## config.mk

```make
export PLATFORM = sky130hd
export DESIGN_NAME = rgbds_fifo
export DESIGN_NICKNAME = d
export VERILOG_FILES = /design/src/rgbds_fifo.sv
export SDC_FILE = /design/constraint.sdc
export NUM_CORES = 1
export LEC_CHECK = 0
export BUFFER_PORTS_ARGS = -buffer_cell sky130_fd_sc_hd__buf_2
export CAP_MARGIN = 20
export CORE_MARGIN = 5
export CORE_UTILIZATION = 52
export CTS_BUF_LIST = sky130_fd_sc_hd__clkbuf_16
export CTS_CLUSTER_SIZE = 28
export DETAILED_ROUTE_END_ITERATION = 8
export MAX_ROUTING_LAYER = met4
export PLACE_DENSITY = 0.79
export SYNTH_ARGS = -nofsm -noshare
export SYNTH_HDL_FRONTEND = slang
export SYNTH_SLANG_ARGS = --single-unit
```

## constraint.sdc

```tcl
create_clock -name clk -period 3.2 [get_ports clk]
set_input_delay 0.32 -clock clk [delete_from_list [all_inputs] [get_ports clk]]
set_output_delay 0.32 -clock clk [all_outputs]
set_load 0.01 [all_outputs]
```

## src/rgbds_fifo.sv

```systemverilog
// Small register FIFO used between the parts of the downsampler.
module rgbds_fifo #(
  parameter type T = logic [7:0],
  parameter int DEPTH = 2,
  localparam int PTR_W = (DEPTH > 1) ? $clog2(DEPTH) : 1
) (
  input  logic clk,
  input  logic rst_n,
  input  logic push,
  input  T     wdata,
  output logic full,
  input  logic pop,
  output T     rdata,
  output logic empty
);

  T                 mem [DEPTH];
  logic [PTR_W-1:0] wr_ptr_r, wr_ptr_nxt;
  logic [PTR_W-1:0] rd_ptr_r, rd_ptr_nxt;
  logic [PTR_W:0]   cnt_r, cnt_nxt;
  logic             wr_en, rd_en;

  assign full  = (cnt_r == (PTR_W + 1)'(DEPTH));
  assign empty = (cnt_r == '0);
  assign wr_en = push && !full;
  assign rd_en = pop && !empty;
  assign rdata = mem[rd_ptr_r];

  always_comb begin
    wr_ptr_nxt = wr_ptr_r;
    rd_ptr_nxt = rd_ptr_r;
    cnt_nxt    = cnt_r;
    if (wr_en) begin
      wr_ptr_nxt = (wr_ptr_r == PTR_W'(DEPTH - 1)) ? '0 : wr_ptr_r + PTR_W'(1);
    end
    if (rd_en) begin
      rd_ptr_nxt = (rd_ptr_r == PTR_W'(DEPTH - 1)) ? '0 : rd_ptr_r + PTR_W'(1);
    end
    if (wr_en && !rd_en) begin
      cnt_nxt = cnt_r + (PTR_W + 1)'(1);
    end else if (rd_en && !wr_en) begin
      cnt_nxt = cnt_r - (PTR_W + 1)'(1);
    end
  end

  always_ff @(posedge clk) begin
    if (!rst_n) begin
      wr_ptr_r <= '0;
      rd_ptr_r <= '0;
      cnt_r    <= '0;
    end else begin
      wr_ptr_r <= wr_ptr_nxt;
      rd_ptr_r <= rd_ptr_nxt;
      cnt_r    <= cnt_nxt;
    end
  end

  always_ff @(posedge clk) begin
    if (wr_en) begin
      mem[wr_ptr_r] <= wdata;
    end
  end

endmodule

```

After elaboration in Yosys (flattened, before gate mapping)
Memory sizes are Yosys's and may differ from the RTL's. A register that Yosys moved wholly into a read port is not among the register bits.
Cells that the tools add are included.
{"block": "word_totals", "register_bits": 4, "mem_bits_rw": 16, "wordCells": 27, "input_bits": 12, "mem_count": 1, "mem_bits_ro": 0, "latchBits": 0, "output_inout_bits": 10}
{"memory": "mem", "words": 2, "word_bits": 8, "rd": 1, "rd_clocked_by_memory_dff": 1, "write_ports": 1, "line": "17", "rtl": "T mem [DEPTH];"}
{"block": "classes", "multipliers": 0, "n_reduce_logical": 10, "add_sub_neg": 4, "eq_ne": 1, "order_cmp": 0, "n_mux": 8, "div_mod_pow": 0, "bitwise_logic": 0, "shifts": 0}
{"operator": "$mux 1", "count": 6}
{"operator": "$logic_and 1x1->1", "count": 4}
{"operator": "$logic_not 1->1", "count": 4}
{"operator": "$mux 2", "count": 2}
{"operator": "$add 1x1->1 const B", "count": 2}
{"operator": "$add 2x1->2 const B", "count": 1}
{"operator": "$eq 2x2->1 const B", "count": 1}
{"operator": "$logic_not 2->1", "count": 1}
{"operator": "$reduce_bool 2->1", "count": 1}
{"operator": "$sub 2x1->2 const B", "count": 1}

Logic depth before layout (Yosys ltp)
{"block": "depth", "word_depth": 7, "depth_mapped": 7, "ltp_nobuf": 7}

Worst setup path before layout
No wires, ideal clock.
{"block": "synth_timing", "path_type": "register -> register", "from": "register cnt_r[0]", "to": "register cnt_r[1]", "required_time_ns": 3.130, "t_arrival_ns": 1.401, "stages_incl_launch_ff": 7, "synth_period_minus_slack_ns": 1.471, "setup_time_ns": 0.070, "path_slack_ns": 1.729, "path_buffers": 0, "cell_sequence": "dfxtp_1 -> nand2b_1 -> inv_2 -> nor2_1 -> ha_1 -> or3_1 -> a21boi_1"}
{"block": "synth_via", "elab_chain_cells": 6, "elab_cells_between_ends": 15, "classes_between": "add/sub: 2; eq/ne: 1; mux: 2; reduce/logical: 10"}
{"element": "from (decl)", "line": "20", "rtl": "logic [PTR_W:0] cnt_r, cnt_nxt;"}
{"element": "from (signal assigned)", "line": "54", "rtl": "cnt_r <= cnt_nxt;"}
{"element": "$eq 2x2->1 (*)", "line": "23", "rtl": "assign full = (cnt_r == (PTR_W + 1)'(DEPTH));"}
{"element": "net full", "line": "11", "rtl": "output logic full,"}
{"element": "$logic_not 1->1 (*)", "line": "25", "rtl": "assign wr_en = push && !full;"}
{"element": "$logic_and 1x1->1 (*)", "line": "25"}
{"element": "$logic_not 1->1", "line": "41", "rtl": "end else if (rd_en && !wr_en) begin"}
{"element": "$logic_and 1x1->1", "line": "41"}
{"element": "$reduce_bool 2->1 (no source line)"}
The timed path passes the listed nets; every way through them passes the cells marked *. The select of a mux whose other input is x is not followed.
A chain may end at the register's enable or synchronous reset.

==> summary.md <==
| Metric | Value |
|---|---|
| Outcome | complete, no violations |
| Clk slew on worst S/H paths | 50 ps |
| Final instance count without filler cells | 90 |
| Skew final | 2.811 ps |
| # DRC | 0 |
| Gr ovfl total | 0 |
| Vias per cell | 5.211 |
| CTS root buf | clkbuf_16 |
| Slew Viols, Final | 0 |
| Finished Core Util | 0.6773 |
| Fill count | 112 |
| Sequential share of the synthesized area | 0.7172 |
| Period utilization | 0.5042 |
| Placer Congestion | 0.7154 |
| Area Overhead vs Synth | 24.58% |
| Hold buffers post-CTS | 0 |
| Cell Pwr Density | 858.7 nW/um^2 |
| Critical path depth in cells | 2 |
| FP Rows | 14 |
| Port Buffers | 21 |
| Post-Place Cells | 86 |
| Critical path's slowest cell | dfxtp_1 |
| Synth Register Bits | 21 |
| Critical Path AT | 1290 ps |
| Reg-to-reg endpoint | cnt_r[1] |
| Max Cap Viol | 0 |
| Tot GR Track Use | 0.1230 |
| Worst Tran Pin Value | 701.8 ps |
| DR WL/cell | 14.76 um |
| CTS tree | done |
| 1st-iter DRT viols | 6 |
| Critical path fanouts, max | 8 |
| Diode count | 0 |
| Crit path kind | reg -> out |
| Post-Syn Area per Cell | 16.19 um^2 |
| Fraction of layout cells with a size suffix above 1 | 0.4595 |
| Post-CTS sizing | 0 |
| FF-to-FF path depth | 6 |
| Max rail drop VDD | 0.0004737 V |
| Sequential Area | 580.6 um^2 |
| Unique cell type count in the Yosys netlist | 20 |
| Antenna violations before repair | 0 |
| Detailed placement HPWL | 970.3 um |
| CP max stage delay | 530 ps |
| Clk_lat worst skew | 250 ps |
| Top Family by Delay on Critical Path | flip-flops |
| Final hold viol count | 0 |
| CP cell instances | mux2_2 -> buf_2 |
| Worst path bufs/invs | 1 |
| Max Root-Sink Buffers | 2 |
| Min Tclk post-route | 1613 ps |
| Area of the mapped netlist | 809.5 um^2 |
| Crit. End Element | primary output |
| RSZ-0062 raised after global routing | no |
| Worst relative slew slack | 0.5296 |
| Vias in the first global route | 512 |
| Critical Path End | rdata[6] |
| Core Area | 1489 um^2 |
| Total routed wirelength | 1.328 mm |
| Post-route ant nets | 0 |
| CTS sink cnt | 21 |
| Io pins | 22 |
| Crit path launch type | flop |
| Leakage power | 0.4063 nW |
| Post-synthesis cell count | 50 |
| DR pass1 iterations | 4 |
| HP Class | in -> reg |
| Largest net degree at the start of global routing | 12 |
| Mapped Nets | 63 |
| Worst R2R Start | cnt_r[0] |
| CTS buffer count | 3 |
| Final setup fails | 0 |
| Final TNS setup | 0 ps |
| Critical Path RT | 2880 ps |
| Max frequency | 619.8 MHz |
| First-pass GRT wire length | 2.214 mm |
| Number of synthesis warnings | 0 |
| Starting density of the core | 0.5437 |
| Post-CTS Setup Bufs | 0 |
| Nets | 88 |
| Die height | 49.46 um |
| Reg2Reg Setup Slack | 1630 ps |
| Die area | 2446 um^2 |
| Multi-input gate area | 216.5 um^2 |
| Via count | 469 |
| H-tree depth | 1 |
| Die width | 49.46 um |
==> worst min path at each step <==
stage	start	end	depth (start not counted)
2_1_floorplan	wdata[0]	mem[0][0]	0
3_3_place_gp	wdata[7]	mem[0][7]	1
5_1_grt	wdata[6]	mem[0][6]	1
3_5_place_dp	wdata[7]	mem[1][7]	1
6_report	wdata[7]	mem[1][7]	1
4_1_cts	wdata[7]	mem[0][7]	1
==> cells in the mapped netlist, drive strengths merged <==
library cell  number  area (um^2)
nor3               1        10.01
and3               1        6.260
nor2               2        7.510
dfxtp              5        100.1
or3                1        6.260
xnor2              2        17.52
nand2b             1        6.260
o21a               1        7.510
buf                1        5.000
inv                2        7.500
edfxtp            16        480.5
o21ai              2        10.00
and2               3        18.77
a21boi             2        15.02
xor2               1        8.760
ha                 1        12.51
mux2               8        90.09
==> layout make-up <==
class,instances,share of cell area
Sequential cell,21,0.5757
Clock buffer,3,0.07444
Timing Repair Buffer,21,0.1042
Clock inverter,1,0.003722
Inverter,2,0.007444
Multi-Input combinational cell,26,0.2146
Tap cell,16,0.01985
==> worst register-to-register path, delay by kind of cell, from the launching register on <==
family          cells  cell delay (ps)
buf+inv             1               60
flops               1              400
compound gates      1              140
fa+ha+maj           1              260
simple gates        3              630
==> per-layer routing <==
layer / vias to the layer above / routed length [um] / global-route usage
met4: 0 / 19 / 0.06987
met2: 16 / 679 / 0.2017
met1: 221 / 566 / 0.1356
met5: - / 0 / -
met3: 2 / 63 / 0.03012
li1: 230 / - / -
==> cells by family (layout without fill, tap and decap cells) <==
kind of cell	count (synthesis)	in the layout	share of synthesized area
flip-flops	21	21	0.7172
XOR/XNOR	3	3	0.03246
adder cells (fa/ha/maj)	1	1	0.01545
multiplexers	8	8	0.1113
AND/OR/NAND/NOR	9	9	0.06803
buffers and inverters	3	27	0.01544
AO/OA/AOI/OAI	5	5	0.04018
==> cell usage in the layout (no fill, tap or decap) <==
master,instances
buf_2,21
edfxtp_1,16
mux2_2,8
dfxtp_1,5
and2_1,3
clkbuf_16,3
nor2_1,2
inv_1,2
xnor2_1,2
nand2b_1,1
inv_2,1
o21ai_1,1
and3_1,1
nor3_2,1
a21boi_0,1
o21a_1,1
xor2_1,1
o21ai_0,1
or3_1,1
a21boi_1,1
ha_1,1
==> metrics by stage <==
| step | cell area [um^2] | setup slack (ps) | total power [mW] | hold slack [ps] |
|---|---|---|---|---|
| after floorplan | 809.5 | 1729 | 0.5442 | 418.9 |
| after global placement | 929.6 | 1697 | 0.6122 | 508.3 |
| after detailed placement | 929.6 | 1619 | 0.6218 | 511.2 |
| after CTS | 1008 | 1554 | 0.8770 | 257.5 |
| after global routing | 1008 | 1480 | 0.9185 | 260.2 |
| final | 1008 | 1587 | 0.8660 | 258.6 |
==> flip-flops by register name (all words and copies together), names as in the netlist, named ones only <==
name	flops
cnt_r	2
mem	16
wr_ptr_r	1
rd_ptr_r	1
==> power by group <==
part	internal, mW	switching, mW
logic	0.118	0.112
registers	0.349	0.0366
clock network	0.166	0.0839
Note: power is estimated with default switching activity, not from simulation.
