`config.mk`:
```
export PLATFORM = sky130hd
export DESIGN_NAME = rgbds_front
export DESIGN_NICKNAME = d
export VERILOG_FILES = /design/src/rgbds_pkg.sv /design/src/rgbds_front.sv
export SDC_FILE = /design/constraint.sdc
export NUM_CORES = 1
export LEC_CHECK = 0
export BUFFER_PORTS_ARGS = -buffer_cell sky130_fd_sc_hd__buf_2
export CORE_MARGIN = 2
export CORE_UTILIZATION = 25
export DETAILED_ROUTE_END_ITERATION = 7
export GPL_ROUTABILITY_DRIVEN = 0
export GPL_TIMING_DRIVEN = 1
export PLACE_DENSITY = 0.58
export SETUP_SLACK_MARGIN = 0.02
export SYNTH_ARGS = -nofsm -noshare
export SYNTH_HDL_FRONTEND = slang
export SYNTH_SLANG_ARGS = --single-unit
```
`constraint.sdc`:
```
create_clock -name clk -period 5 [get_ports clk]
set_input_delay 0.5 -clock clk [delete_from_list [all_inputs] [get_ports clk]]
set_output_delay 0.5 -clock clk [all_outputs]
set_load 0.02 [all_outputs]
```
`src/rgbds_pkg.sv`:
```
// Shared types and constants of the RGBA8 box downsampler.
package rgbds_pkg;

  localparam int CH_W        = 8;   // one color channel
  localparam int XY_W        = 10;  // output pixel column and row ports
  localparam int STEP_REG_W  = 5;
  localparam int WIDTH_REG_W = 11;
  localparam int CFG_ADDR_W  = 3;
  localparam int CFG_DATA_W  = 32;

  localparam logic [CH_W-1:0] ALPHA_OPAQUE = 8'd255;

  // register index codes, taken from paddr[2]
  localparam logic REG_STEP  = 1'b0;
  localparam logic REG_WIDTH = 1'b1;

  typedef struct packed {
    logic [CH_W-1:0] r;
    logic [CH_W-1:0] g;
    logic [CH_W-1:0] b;
    logic [CH_W-1:0] a;
  } pix_t;

  // where one source pixel sits inside its block
  typedef struct packed {
    logic first;    // first pixel of a horizontal run inside a block
    logic load;     // first pixel of the whole block
    logic run_end;  // last pixel of a horizontal run
    logic emit;     // last pixel of the block
    logic done;     // last pixel of the face
  } flags_t;

  typedef struct packed {
    logic [CH_W-1:0] r;
    logic [CH_W-1:0] g;
    logic [CH_W-1:0] b;
    logic [CH_W-1:0] a;
    logic [XY_W-1:0] x;
    logic [XY_W-1:0] y;
    logic            done;
  } res_t;

endpackage

```
`src/rgbds_front.sv`:
```
// Front part: accepts source pixels and tags each with its place in the block raster.
module rgbds_front #(
  parameter int MAX_DST_WIDTH = 1024,
  parameter int MAX_STEP = 16,
  localparam int STEP_W = $clog2(MAX_STEP + 1),
  localparam int WID_W  = $clog2(MAX_DST_WIDTH + 1),
  localparam int SUB_W  = (MAX_STEP > 1) ? $clog2(MAX_STEP) : 1,
  localparam int COL_W  = (MAX_DST_WIDTH > 1) ? $clog2(MAX_DST_WIDTH) : 1
) (
  input  logic                  clk,
  input  logic                  rst_n,
  input  logic [STEP_W-1:0]     step,
  input  logic [WID_W-1:0]      width,
  input  logic                  restart,
  input  logic                  push,
  output logic                  full,
  input  rgbds_pkg::pix_t       in_pix,
  output logic                  q_push,
  input  logic                  q_full,
  output rgbds_pkg::pix_t       q_pix,
  output rgbds_pkg::flags_t     q_flags,
  output logic [COL_W-1:0]      q_col,
  output logic [rgbds_pkg::XY_W-1:0] q_y
);

  import rgbds_pkg::*;

  logic [COL_W-1:0] block_col_r, block_col_nxt;
  logic [COL_W-1:0] block_row_r, block_row_nxt;
  logic [SUB_W-1:0] sub_col_r, sub_col_nxt;
  logic [SUB_W-1:0] sub_row_r, sub_row_nxt;
  logic [COL_W-1:0] col;
  logic             last_sc, last_sr, last_col, last_brow;
  logic             accept;

  assign full   = q_full;
  assign accept = push && !q_full;
  assign q_push = accept;

  // clamp a column left over from a wider face
  assign col = (WID_W'(block_col_r) >= width) ? COL_W'(width - WID_W'(1)) : block_col_r;

  assign last_sc   = (STEP_W'(sub_col_r) + STEP_W'(1)) == step;
  assign last_sr   = (STEP_W'(sub_row_r) + STEP_W'(1)) == step;
  assign last_col  = (WID_W'(col) + WID_W'(1)) == width;
  assign last_brow = (WID_W'(block_row_r) + WID_W'(1)) == width;

  assign q_flags.first   = (sub_col_r == '0);
  assign q_flags.load    = (sub_col_r == '0) && (sub_row_r == '0);
  assign q_flags.run_end = last_sc;
  assign q_flags.emit    = last_sc && last_sr;
  assign q_flags.done    = last_sc && last_sr && last_col && last_brow;

  assign q_pix.r = in_pix.r;
  assign q_pix.g = in_pix.g;
  assign q_pix.b = in_pix.b;
  assign q_pix.a = (step == STEP_W'(1)) ? in_pix.a : ALPHA_OPAQUE;
  assign q_col   = col;
  assign q_y     = XY_W'(block_row_r);

  always_comb begin
    block_col_nxt = block_col_r;
    block_row_nxt = block_row_r;
    sub_col_nxt   = sub_col_r;
    sub_row_nxt   = sub_row_r;
    if (restart) begin
      block_col_nxt = '0;
      block_row_nxt = '0;
      sub_col_nxt   = '0;
      sub_row_nxt   = '0;
    end else if (accept) begin
      if (!last_sc) begin
        sub_col_nxt   = sub_col_r + SUB_W'(1);
        block_col_nxt = col;
      end else begin
        sub_col_nxt = '0;
        if (!last_col) begin
          block_col_nxt = col + COL_W'(1);
        end else begin
          block_col_nxt = '0;
          if (!last_sr) begin
            sub_row_nxt = sub_row_r + SUB_W'(1);
          end else begin
            sub_row_nxt   = '0;
            block_row_nxt = last_brow ? '0 : block_row_r + COL_W'(1);
          end
        end
      end
    end
  end

  always_ff @(posedge clk) begin
    if (!rst_n) begin
      block_col_r <= '0;
      block_row_r <= '0;
      sub_col_r   <= '0;
      sub_row_r   <= '0;
    end else begin
      block_col_r <= block_col_nxt;
      block_row_r <= block_row_nxt;
      sub_col_r   <= sub_col_nxt;
      sub_row_r   <= sub_row_nxt;
    end
  end

endmodule

```
; ---- Word-level counts from Yosys, hierarchy flattened
; Index checks and enable logic that the tools add are counted.
[classes]
add_sub_neg = 9
magnitude_cmp = 1
n_eq_ne = 5
muxes = 7
bitwise = 1
reduce_logical = 11
[op_table]
columns = operator, n
row1 = 10-bit 2-to-1 mux, 4
row2 = "10-bit by 1-bit adder with 11-bit output, second input constant", 2
row3 = 11-bit == test, 2
row4 = "10-bit by 1-bit adder with 10-bit output, second input constant", 2
row5 = 10-bit by 11-bit >= comparator with 1-bit output, 1
row6 = "4-bit by 1-bit adder with 5-bit output, second input constant", 2
row7 = 5-bit == test, 2
row8 = "10-bit by 1-bit subtractor with 10-bit output, second input constant", 1
row9 = "4-bit by 1-bit adder with 4-bit output, second input constant", 2
row10 = 4-bit logical NOT, 2
row11 = 4-bit 2-to-1 mux, 2
row12 = 8-bit 2-to-1 mux, 1
row13 = "5-bit by 1-bit == test with 1-bit output, second input constant", 1
row14 = 1-bit logical AND, 5
row15 = 4-bit AND reduction, 1
row16 = 3-bit AND reduction, 1
row17 = 2-bit OR reduction, 1
row18 = 1-bit logical NOT, 1
row19 = 1-bit inverter, 1
[totals]
reg_bits = 28
inputBits = 53
out_inout_bits = 59
wordCells = 38

; ---- Logic depth before layout (Yosys ltp)
; Gate-level depths: netlist (run 1).
[logic_depth]
ltp_word = 6
depth_mapped = 23
ltp_nobuf = 18

; ---- Worst setup path before layout (run 1)
; OpenSTA, ideal clock, no wires.
[synth_timing]
kind = input to output
from = input width[6]
to = output q_flags[0] (netlist bit)
arrival_ns = 5.064
required_time_ns = 4.500
slack_ns = -0.564
stages = 19
path_buffers = 5
path_cell_list = clkbuf_1 -> inv_1 -> ha_1 -> nand4_1 -> o32a_1 -> nand2_1 -> clkbuf_1 -> nor2_1 -> a21oi_1 -> ha_1 -> clkbuf_1 -> nand3_1 -> or4_1 -> o31ai_1 -> xor2_1 -> or4_1 -> buf_2 -> clkbuf_1 -> nor2_1
[synth_lines]
columns = item, line
row1 = from (decl), rgbds_front.sv:13  ; input logic [WID_W-1:0] width,
row2 = to (decl), rgbds_front.sv:21  ; output rgbds_pkg::flags_t q_flags,

==> impl_metrics.py, run 1 <==
metrics = {
    "synth": {
        "synth_xor_area_share_pct": 11.7,
        "postSynthCellCount": 509,
        "synth_area_leaders": "dfxtp_1, xnor2_1, ha_1, buf_4, a21oi_1",
        "synth_top_area_share_pct": 15.2,
        "synth.avg_cell_area_um2": 7.23,
        "seq_area_frac_synth_pct": 15.2,
        "syn-cell-area_mm2": 0.00368,
        "synth_cell_type_count": 66,
        "synth-simple-area-share_pct": 29.5,
        "async_flop_share_pct": 0,
        "synth_top_area_cell": "dfxtp_1",
        "ys.flop_type": "dfxtp_1",
        "synthAdderAreaFrac_pct": 5.78,
        "synthesis.nets": 579,
        "synth_mux_area_share_pct": 2.07,
        "synth_top_family_by_area": "simple AND/OR/NAND/NOR gates",
        "synth-seq-cells": 28,
        "synth.most_common_cell": "nor2_1",
        "synth_compound_area_share_pct": 24.0,
        "synth_edf_count": 0,
        "synth_common_cells": "nor2_1, nand2_1, a21oi_1, xnor2_1, dfxtp_1",
        "yosysWarnings": 0,
    },
    "die": {
        "die_h_um": 125,
        "fp.dieW_um": 125,
        "initial_core_util_pct": 25.4,
        "io_pins": 112,
        "die_area_mm2": 0.0157,
        "num_rows": 44,
        "core_mm2": 0.0145,
    },
    "worst_hold_path": {
        "min_path_cells": 2,
        "hold_path.class": "flip-flop to flip-flop",
        "hold_end": "sub_row_r[0]$_SDFFE_PP0P_",
        "holdCritStartpoint": "sub_row_r[0]$_SDFFE_PP0P_",
    },
    "clock_network": {
        "cts_hold_buf": 0,
        "numCtsBuffers": 3,
        "clk_path_buf_depth": 2,
        "cts.sinks": 28,
        "cts_tree": "yes",
        "clk_latency_ns": 0.27,
        "clk_pin_slew_ns": 0.07,
        "htree_levels": 1,
        "cts-root-buf": "clkbuf_16",
    },
    "outcome": {
        "status": "finished clean",
    },
    "critical_path": {
        "start_kind": "flip-flop",
        "path_max_fanout": 24,
        "required_ns": 4.50,
        "r2r-end": "sub_row_r[2]$_SDFFE_PP0P_",
        "cpMaxStageDelayCell": "or4_1",
        "ff2ff_setup_slack_ns": 0.49,
        "end_kind": "primary output",
        "worstPathArrival_ns": 4.32,
        "crit_buf_inv": 2,
        "critical_path.top_delay_family": "simple AND/OR/NAND/NOR gates",
        "worst-path-stages": 17,
        "criticalPathCategory": "flip-flop to primary output",
        "timing.rr.start": "block_col_r[2]$_SDFFE_PP0P_",
        "slowest_delay_ns": 0.59,
        "rr_worst_depth": 17,
        "crit_chain": "ha_1 > a21o_1 > a31oi_2 > o32a_1 > nand2_4 > nor2_1 > a21oi_2 > ha_4 > nor2b_1 > or3_1 > a31oi_1 > nand4_1 > o2bb2ai_1 > or4_1 > buf_4 > nor2_4 > buf_2",
    },
    "sta": {
        "min_period_ns": 4.82,
        "slew_violations": 0,
        "hold_viol": 0,
        "fin_ws_ns": 0.181,
        "slew_headroom_pct": 38.6,
        "worst_pin_slew_ns": 0.921,
        "clock_skew_ns": 0.00441,
        "setup_viol": 0,
        "fin_worst_hold_slack_ns": 0.539,
        "fmax_mhz": 208,
        "finalCritPeriodShare_pct": 96.4,
    },
    "cells_and_area": {
        "layout.cells.non_filler": 742,
        "diodes": 0,
        "areaGrowthSynthToFinish_pct": 18.0,
        "nets": 629,
        "drive_gt1_share_pct": 26.2,
        "finalInstanceArea_mm2": 0.00434,
        "num-fill-cells": 1579,
    },
    "pwr": {
        "p_leak_uw": 0.00170,
        "total_power_uw": 666,
        "p_per_area_mw_per_mm2": 153,
        "ir_worst_vdd_uv": 113,
    },
    "global_routing": {
        "grt_pass1_vias": 3569,
        "grt_overflow": 0,
        "grt_pass1_wl_mm": 18.9,
        "antenna_found_initial": 0,
        "grtUsageTotal_pct": 14.6,
        "grt_max_degree": 25,
    },
    "drt": {
        "drt_first_pass_iters": 5,
        "drt_iter0_drc": 285,
        "viasPerCell": 5.16,
        "num_vias": 3829,
        "postRouteAntennaNets": 0,
        "drc_errors": 0,
        "routed_wl_mm": 11.9,
        "wire_per_inst_um": 16.0,
    },
    "place": {
        "hpwlAfterDp_mm": 9.33,
        "pre_cts_ws_ns": 0.000376,
        "place_area_mm2": 0.00421,
        "placed_cells": 738,
        "io_buffers": 63,
    },
    "job": {
        "maxCapViolations": 0,
    },
}
how the worst max path moves through the flow:
stage | endpoint | slack (ns) | from
floorplan | q_flags[0] | 0.07 | width[6]
global placement | q_flags[0] | 0.05 | width[8]
detailed placement | q_flags[0] | 0.0004 | width[9]
CTS | q_flags[0] | 0.03 | block_col_r[2]$_SDFFE_PP0P_
global route | q_flags[0] | -0.01 | block_col_r[2]$_SDFFE_PP0P_
finish | q_flags[0] | 0.18 | block_col_r[2]$_SDFFE_PP0P_
worst reg2reg max path: cells and delay by family (launching register included):
kind,cells,cell delay (ns)
simple gates,7,1.91
compound gates,7,1.31
fa+ha+maj,2,0.51
flops,1,0.44
buf+inv,1,0.26
cell usage in the layout, fill, tap and decap left out, types with 11 or more instances in the layout:
master,instances
buf_2,63
nor2_1,41
buf_4,41
nand2_1,38
a21oi_1,31
xnor2_1,31
dfxtp_1,28
o21ai_0,25
inv_1,20
nand3_1,18
xor2_1,18
ha_1,16
or3_1,15
a31oi_1,11
sequential cells by signal, summed over array words and instances, names as in the netlist:
signal	cells
sub_row_r	4
sub_col_r	4
block_col_r	10
q_y	10
per-stage QoR:
| step | TNS [ns] | util [%] |
|---|---|---|
| after floorplan | 0 | - |
| after global placement | 0 | 29.1 |
| after detailed placement | 0 | 29.1 |
| after CTS | 0 | 29.8 |
| after global routing | -0.0103 | 30.0 |
| final | 0 | 30.0 |
logic make-up (layout without fill, tap and decap cells):
family                     Yosys count  count (layout)
AOI/OAI and AO/OA                  128             128
xor gates and xnor gates            49              49
adders and majority gates           17              17
buffers and inverters               81             130
and+or+nand+nor                    199             199
muxes                                7               7
DFF                                 28              28
routing by layer:
layer  GRT usage (%)  vias up  wire [µm]
li1                -     1906          -
met1            19.5     1767       5290
met2            23.6      126       5510
met3            1.88       30        618
met4            6.27        0        454
met5               0        -          0
report_power, final:
group / switching, µW / total (µW) / internal (µW)
Clock: 84.6 / 244 / 160
Sequential: 4.08 / 230 / 226
Combinational: 114 / 191 / 76.8
Total: 203 / 666 / 463
what timing repair did:
action / CTS / global route
endpoints found under the setup margin: 1 / 1
setup buffers: 0 / 0
resized for setup: 1 / 6
final cells by class:
| type | instances | area, µm² | area share (%) |
|---|---|---|---|
| Sequential cell | 28 | 561 | 12.9 |
| Clock buffer | 3 | 75.1 | 1.73 |
| Multi-Input combinational cell | 400 | 2740 | 63.1 |
| Inverter | 22 | 82.6 | 1.90 |
| Clock inverter | 1 | 30.0 | 0.691 |
| Timing Repair Buffer | 104 | 623 | 14.3 |
| Tap cell | 184 | 230 | 5.30 |
Power figures use the tool's default switching activity.
==> inputs of run 2 (changes only) <==
Settings changed: CTS_CLUSTER_SIZE set to 24, PLACE_DENSITY 0.58 to 0.42.
==> impl_metrics.py, run 2 (synthesis results as in run 1) <==
metrics = {
    "global_routing": {
        "use_met3_pct": 2.10,
        "antenna_found_initial": 0,
        "grt_pass1_wl_mm": 20.2,
        "met1_usage_pct": 21.7,
        "grtUsageMet2_pct": 26.5,
        "grt-busiest-layer": "met2",
        "grtUsageTotal_pct": 15.9,
        "grt_max_degree": 25,
        "grt_overflow": 0,
        "grt_pass1_vias": 3683,
    },
    "cells_and_area": {
        "regArea_um2": 561,
        "final_common_cell": "buf_2",
        "multiInputGateArea_mm2": 0.00274,
        "num-fill-cells": 1620,
        "areaGrowthSynthToFinish_pct": 18.3,
        "drive_gt1_share_pct": 26.8,
        "final_cell_mix": "buf_2, buf_4, nor2_1, nand2_1",
        "nets": 631,
        "layout.cells.non_filler": 744,
        "post-route-util_pct": 30.1,
        "diodes": 0,
    },
    "clock_network": {
        "cts.sinks": 28,
        "clk_pin_slew_ns": 0.08,
        "clk_latency_ns": 0.28,
        "htree_levels": 1,
        "cts_tree": "yes",
        "cts-root-buf": "clkbuf_16",
        "clk_path_buf_depth": 2,
        "numCtsBuffers": 3,
    },
    "place": {
        "pre_cts_ws_ns": -0.0484,
        "hpwlAfterDp_mm": 10.1,
        "placed_cells": 740,
        "io_buffers": 63,
    },
    "drt": {
        "drt_first_pass_iters": 5,
        "drt_iter0_drc": 233,
        "routed_wl_mm": 12.7,
        "viasPerCell": 5.15,
        "num_vias": 3832,
        "postRouteAntennaNets": 0,
        "drc_errors": 0,
        "wire_per_inst_um": 17.0,
    },
    "sta": {
        "setup_viol": 0,
        "clock_skew_ns": 0.00756,
        "rsz0062_at_grt": "false",
        "min_period_ns": 4.69,
        "slew_headroom_pct": 37.1,
        "hold_viol": 0,
        "slew_violations": 0,
        "finalCritPeriodShare_pct": 93.9,
        "fin_worst_hold_slack_ns": 0.536,
        "worst_pin_slew_ns": 0.943,
        "fin_ws_ns": 0.307,
        "fmax_mhz": 213,
    },
    "die": {
        "initial_core_util_pct": 25.4,
        "die_h_um": 125,
        "die_area_mm2": 0.0157,
        "io_pins": 112,
        "core_mm2": 0.0145,
        "fp.dieW_um": 125,
        "num_rows": 44,
    },
    "pwr": {
        "p_leak_uw": 0.00171,
        "p_per_area_mw_per_mm2": 156,
        "ir_worst_vdd_uv": 117,
        "total_power_uw": 678,
    },
    "critical_path": {
        "path_max_fanout": 11,
        "end_kind": "primary output",
        "worstPathArrival_ns": 4.19,
        "crit_buf_inv": 4,
        "start_kind": "primary input",
        "slowest_delay_ns": 0.59,
        "criticalPathCategory": "primary input to primary output",
        "required_ns": 4.50,
        "crit_chain": "buf_2 > inv_1 > ha_1 > a21o_1 > a21oi_1 > o32a_1 > nand2_2 > a21oi_2 > ha_4 > nor2b_1 > nor2b_1 > o21ai_0 > a31oi_1 > nand4_1 > o2bb2ai_1 > or4_4 > buf_4 > nor2_4 > buf_2",
        "critical_path.top_delay_family": "simple AND/OR/NAND/NOR gates",
        "cpMaxStageDelayCell": "or4_4",
    },
    "worst_hold_path": {
        "hold_path.class": "flip-flop to flip-flop",
    },
    "outcome": {
        "status": "finished clean",
    },
    "job": {
        "maxCapViolations": 0,
    },
}
run 2: timing repair:
action                     CTS  global route
pin swaps                    0             0
setup buffers                0             0
setup endpoints to repair    1            10
hold buffers                 0             0
gates resized for setup      1             6
run 2: final timing paths:
kind,startpoint,to,slack [ns],depth (start not counted)
worst max-delay path,width[8],q_flags[0],0.31,19
worst min-delay path,sub_row_r[3]$_SDFFE_PP0P_,sub_row_r[3]$_SDFFE_PP0P_,0.54,2
worst max register to register,block_col_r[0]$_SDFFE_PP0P_,q_y[8]$_SDFFE_PP0P_,0.56,18
worst min register to register,sub_row_r[3]$_SDFFE_PP0P_,sub_row_r[3]$_SDFFE_PP0P_,0.54,2
run 2: layout make-up:
cell class | count | share of cell area [%]
clock buffers | 3 | 1.72
clock inverters | 1 | 0.690
inverters | 22 | 1.90
multi-input cells | 400 | 62.9
flip-flops and latches | 28 | 12.9
well taps | 184 | 5.29
repair buffers | 106 | 14.7
run 2: tightest hold or removal path, stage by stage (launching register included):
cell and delay [ns]:
dfxtp_1 0.36, nand2_1 0.07, mux2i_1 0.05
run 2: metal layers:
layer  vias up  routed length (µm)
met4         0                 182
met5         -                   0
met3        13                 547
met2       102                6000
li1       1908                   -
met1      1809                5930
run 2: power by group:
| part | switching, µW | internal (µW) |
|---|---|---|
| sequential | 4.27 | 226 |
| clock | 97.1 | 160 |
| combinational | 114 | 76.8 |
| total | 215 | 463 |
run 2: through the flow:
stage                     area, µm²  setup TNS (ns)
after floorplan                3700               0
after global placement         4220               0
after detailed placement       4220          -0.145
after CTS                      4330               0
after global routing           4350               0
final                          4350               0
==> inputs of run 3 (changes only) <==
Settings changed: REMOVE_ABC_BUFFERS set to 1.
==> impl_metrics.py, run 3 (synthesis results as in run 1) <==
metrics = {
    "sta": {
        "fmax_mhz": 212,
        "slew_headroom_pct": 40.5,
        "worst_pin_slew_ns": 0.892,
        "min_period_ns": 4.71,
        "rsz0062_at_grt": "false",
        "finalCritPeriodShare_pct": 94.1,
        "slew_violations": 0,
        "setup_viol": 0,
        "hold_viol": 0,
        "setup_tns_ns": 0,
        "clock_skew_ns": 0.00856,
    },
    "global_routing": {
        "grt_overflow": 0,
        "antenna_found_initial": 0,
        "grt_pass1_wl_mm": 20.4,
        "grt_pass1_vias": 3738,
        "grt_max_degree": 25,
        "grtUsageTotal_pct": 16.0,
    },
    "cells_and_area": {
        "areaGrowthSynthToFinish_pct": 18.3,
        "final_cell_mix": "buf_2, nor2_1, buf_4, nand2_1",
        "finalInstanceArea_mm2": 0.00435,
        "diodes": 0,
        "nets": 629,
        "layout.cells.non_filler": 742,
        "num-fill-cells": 1612,
        "drive_gt1_share_pct": 26.5,
        "final_common_cell": "buf_2",
    },
    "drt": {
        "drt_iter0_drc": 181,
        "num_vias": 3866,
        "drt_first_pass_iters": 5,
        "wire_per_inst_um": 17.4,
        "drc_errors": 0,
        "routed_wl_mm": 12.9,
        "postRouteAntennaNets": 0,
        "viasPerCell": 5.21,
    },
    "pwr": {
        "p_per_area_mw_per_mm2": 154,
        "p_seq_share_pct": 34.3,
        "switching_share_pct": 31.0,
        "ir_worst_vdd_uv": 111,
        "p_int_uw": 463,
        "p_leak_uw": 0.00171,
        "clockPowerShare_pct": 37.2,
        "total_power_uw": 671,
        "p_sw_uw": 208,
        "pwr-share-comb_pct": 28.4,
    },
    "critical_path": {
        "critical_path.most_common_cell": "nor2_1",
        "cp-startpoint": "block_col_r[0]$_SDFFE_PP0P_",
        "critical_path.top_delay_family": "simple AND/OR/NAND/NOR gates",
        "cpMaxStageDelayCell": "or4_4",
        "start_kind": "flip-flop",
        "required_ns": 4.50,
        "slowest_delay_ns": 0.58,
        "criticalPathCategory": "flip-flop to primary output",
        "crit_chain": "inv_1 > ha_1 > nand2b_1 > a31oi_2 > o32a_1 > nand2_2 > nor2_1 > a21oi_2 > ha_4 > nor2_1 > or3_1 > a31oi_1 > nand4_1 > o2bb2ai_1 > or4_4 > buf_12 > nor2_1 > buf_2",
        "timing.rr.start": "block_col_r[0]$_SDFFE_PP0P_",
        "worstPathArrival_ns": 4.21,
        "end_kind": "primary output",
        "path_max_fanout": 24,
        "crit_buf_inv": 3,
    },
    "die": {
        "fp.dieW_um": 125,
        "die_area_mm2": 0.0157,
        "num_rows": 44,
        "initial_core_util_pct": 25.4,
        "die_h_um": 125,
        "core_mm2": 0.0145,
        "io_pins": 112,
    },
    "place": {
        "place_area_mm2": 0.00419,
        "placed_cells": 736,
        "io_buffers": 63,
        "hpwlAfterDp_mm": 10.2,
    },
    "clock_network": {
        "cts-root-buf": "clkbuf_16",
        "cts.sinks": 28,
        "htree_levels": 1,
        "clk_pin_slew_ns": 0.08,
        "clk_latency_ns": 0.27,
        "numCtsBuffers": 3,
        "cts_tree": "yes",
        "clk_path_buf_depth": 2,
    },
    "worst_hold_path": {
        "holdCritStartpoint": "sub_row_r[1]$_SDFFE_PP0P_",
        "hold_path.class": "flip-flop to flip-flop",
    },
    "outcome": {
        "status": "finished clean",
    },
    "job": {
        "maxCapViolations": 0,
    },
}
## run 3: cell types whose count changed in the layout (fill, tap and decap cells not counted), sizes merged
cell | before | now
buf | 106 | 104
## run 3: worst register-to-register path: cells and delay by family, from the launching register on
family | cells | cell delay, ns
DFF | 1 | 0.38
buffers and inverters | 1 | 0.06
and+or+nand+nor | 8 | 2.13
AOI/OAI and AO/OA | 6 | 1.30
adders and majority gates | 2 | 0.49
## run 3: worst paths after layout
path                          endpoint  slack [ns]  depth (start not counted)
max reg2reg        q_y[3]$_SDFFE_PP0P_        0.53                         17
min          sub_row_r[1]$_SDFFE_PP0P_        0.54                          2
max                         q_flags[0]        0.29                         18
min reg2reg  sub_row_r[1]$_SDFFE_PP0P_        0.54                          2
## run 3: metal layers
layer	part of all wire [%]	vias to the layer above	global-route usage, %
li1	-	1911	-
met1	48	1815	23.0
met2	44	126	24.9
met3	5.6	14	3.04
met4	1.7	0	3.27
met5	0	-	0
## run 3: stage by stage
stage                     worst slack [ns]  hold slack [ns]  utilization [%]
after floorplan                     -0.297            0.484                -
after global placement             -0.0153            0.518             29.0
after detailed placement           -0.0466            0.526             29.0
after CTS                           0.0462            0.541             29.8
after global routing                0.0723            0.573             30.1
final                                0.293            0.535             30.1
## run 3: power by group through the flow
stage	logic, µW	registers (µW)	clock network (µW)
floorplan	101	236	0
global placement	185	236	0
detailed placement	186	236	0
CTS	189	231	255
global route	209	231	265
finish	191	230	250
## run 3: layout make-up
type	count	area [µm²]	share of cell area (%)
multi-input combinational	400	2740	62.9
timing repair buffer	104	636	14.6
sequential	28	561	12.9
tap	184	230	5.29
inverter	22	82.6	1.90
clock buffer	3	75.1	1.73
clock inverter	1	30.0	0.690
## run 3: what timing repair did
item	CTS	global route
pin swaps	0	1
gates resized for setup	2	8
buffers inserted	2	0
hold buffers	0	0
endpoints found under the setup margin	1	5
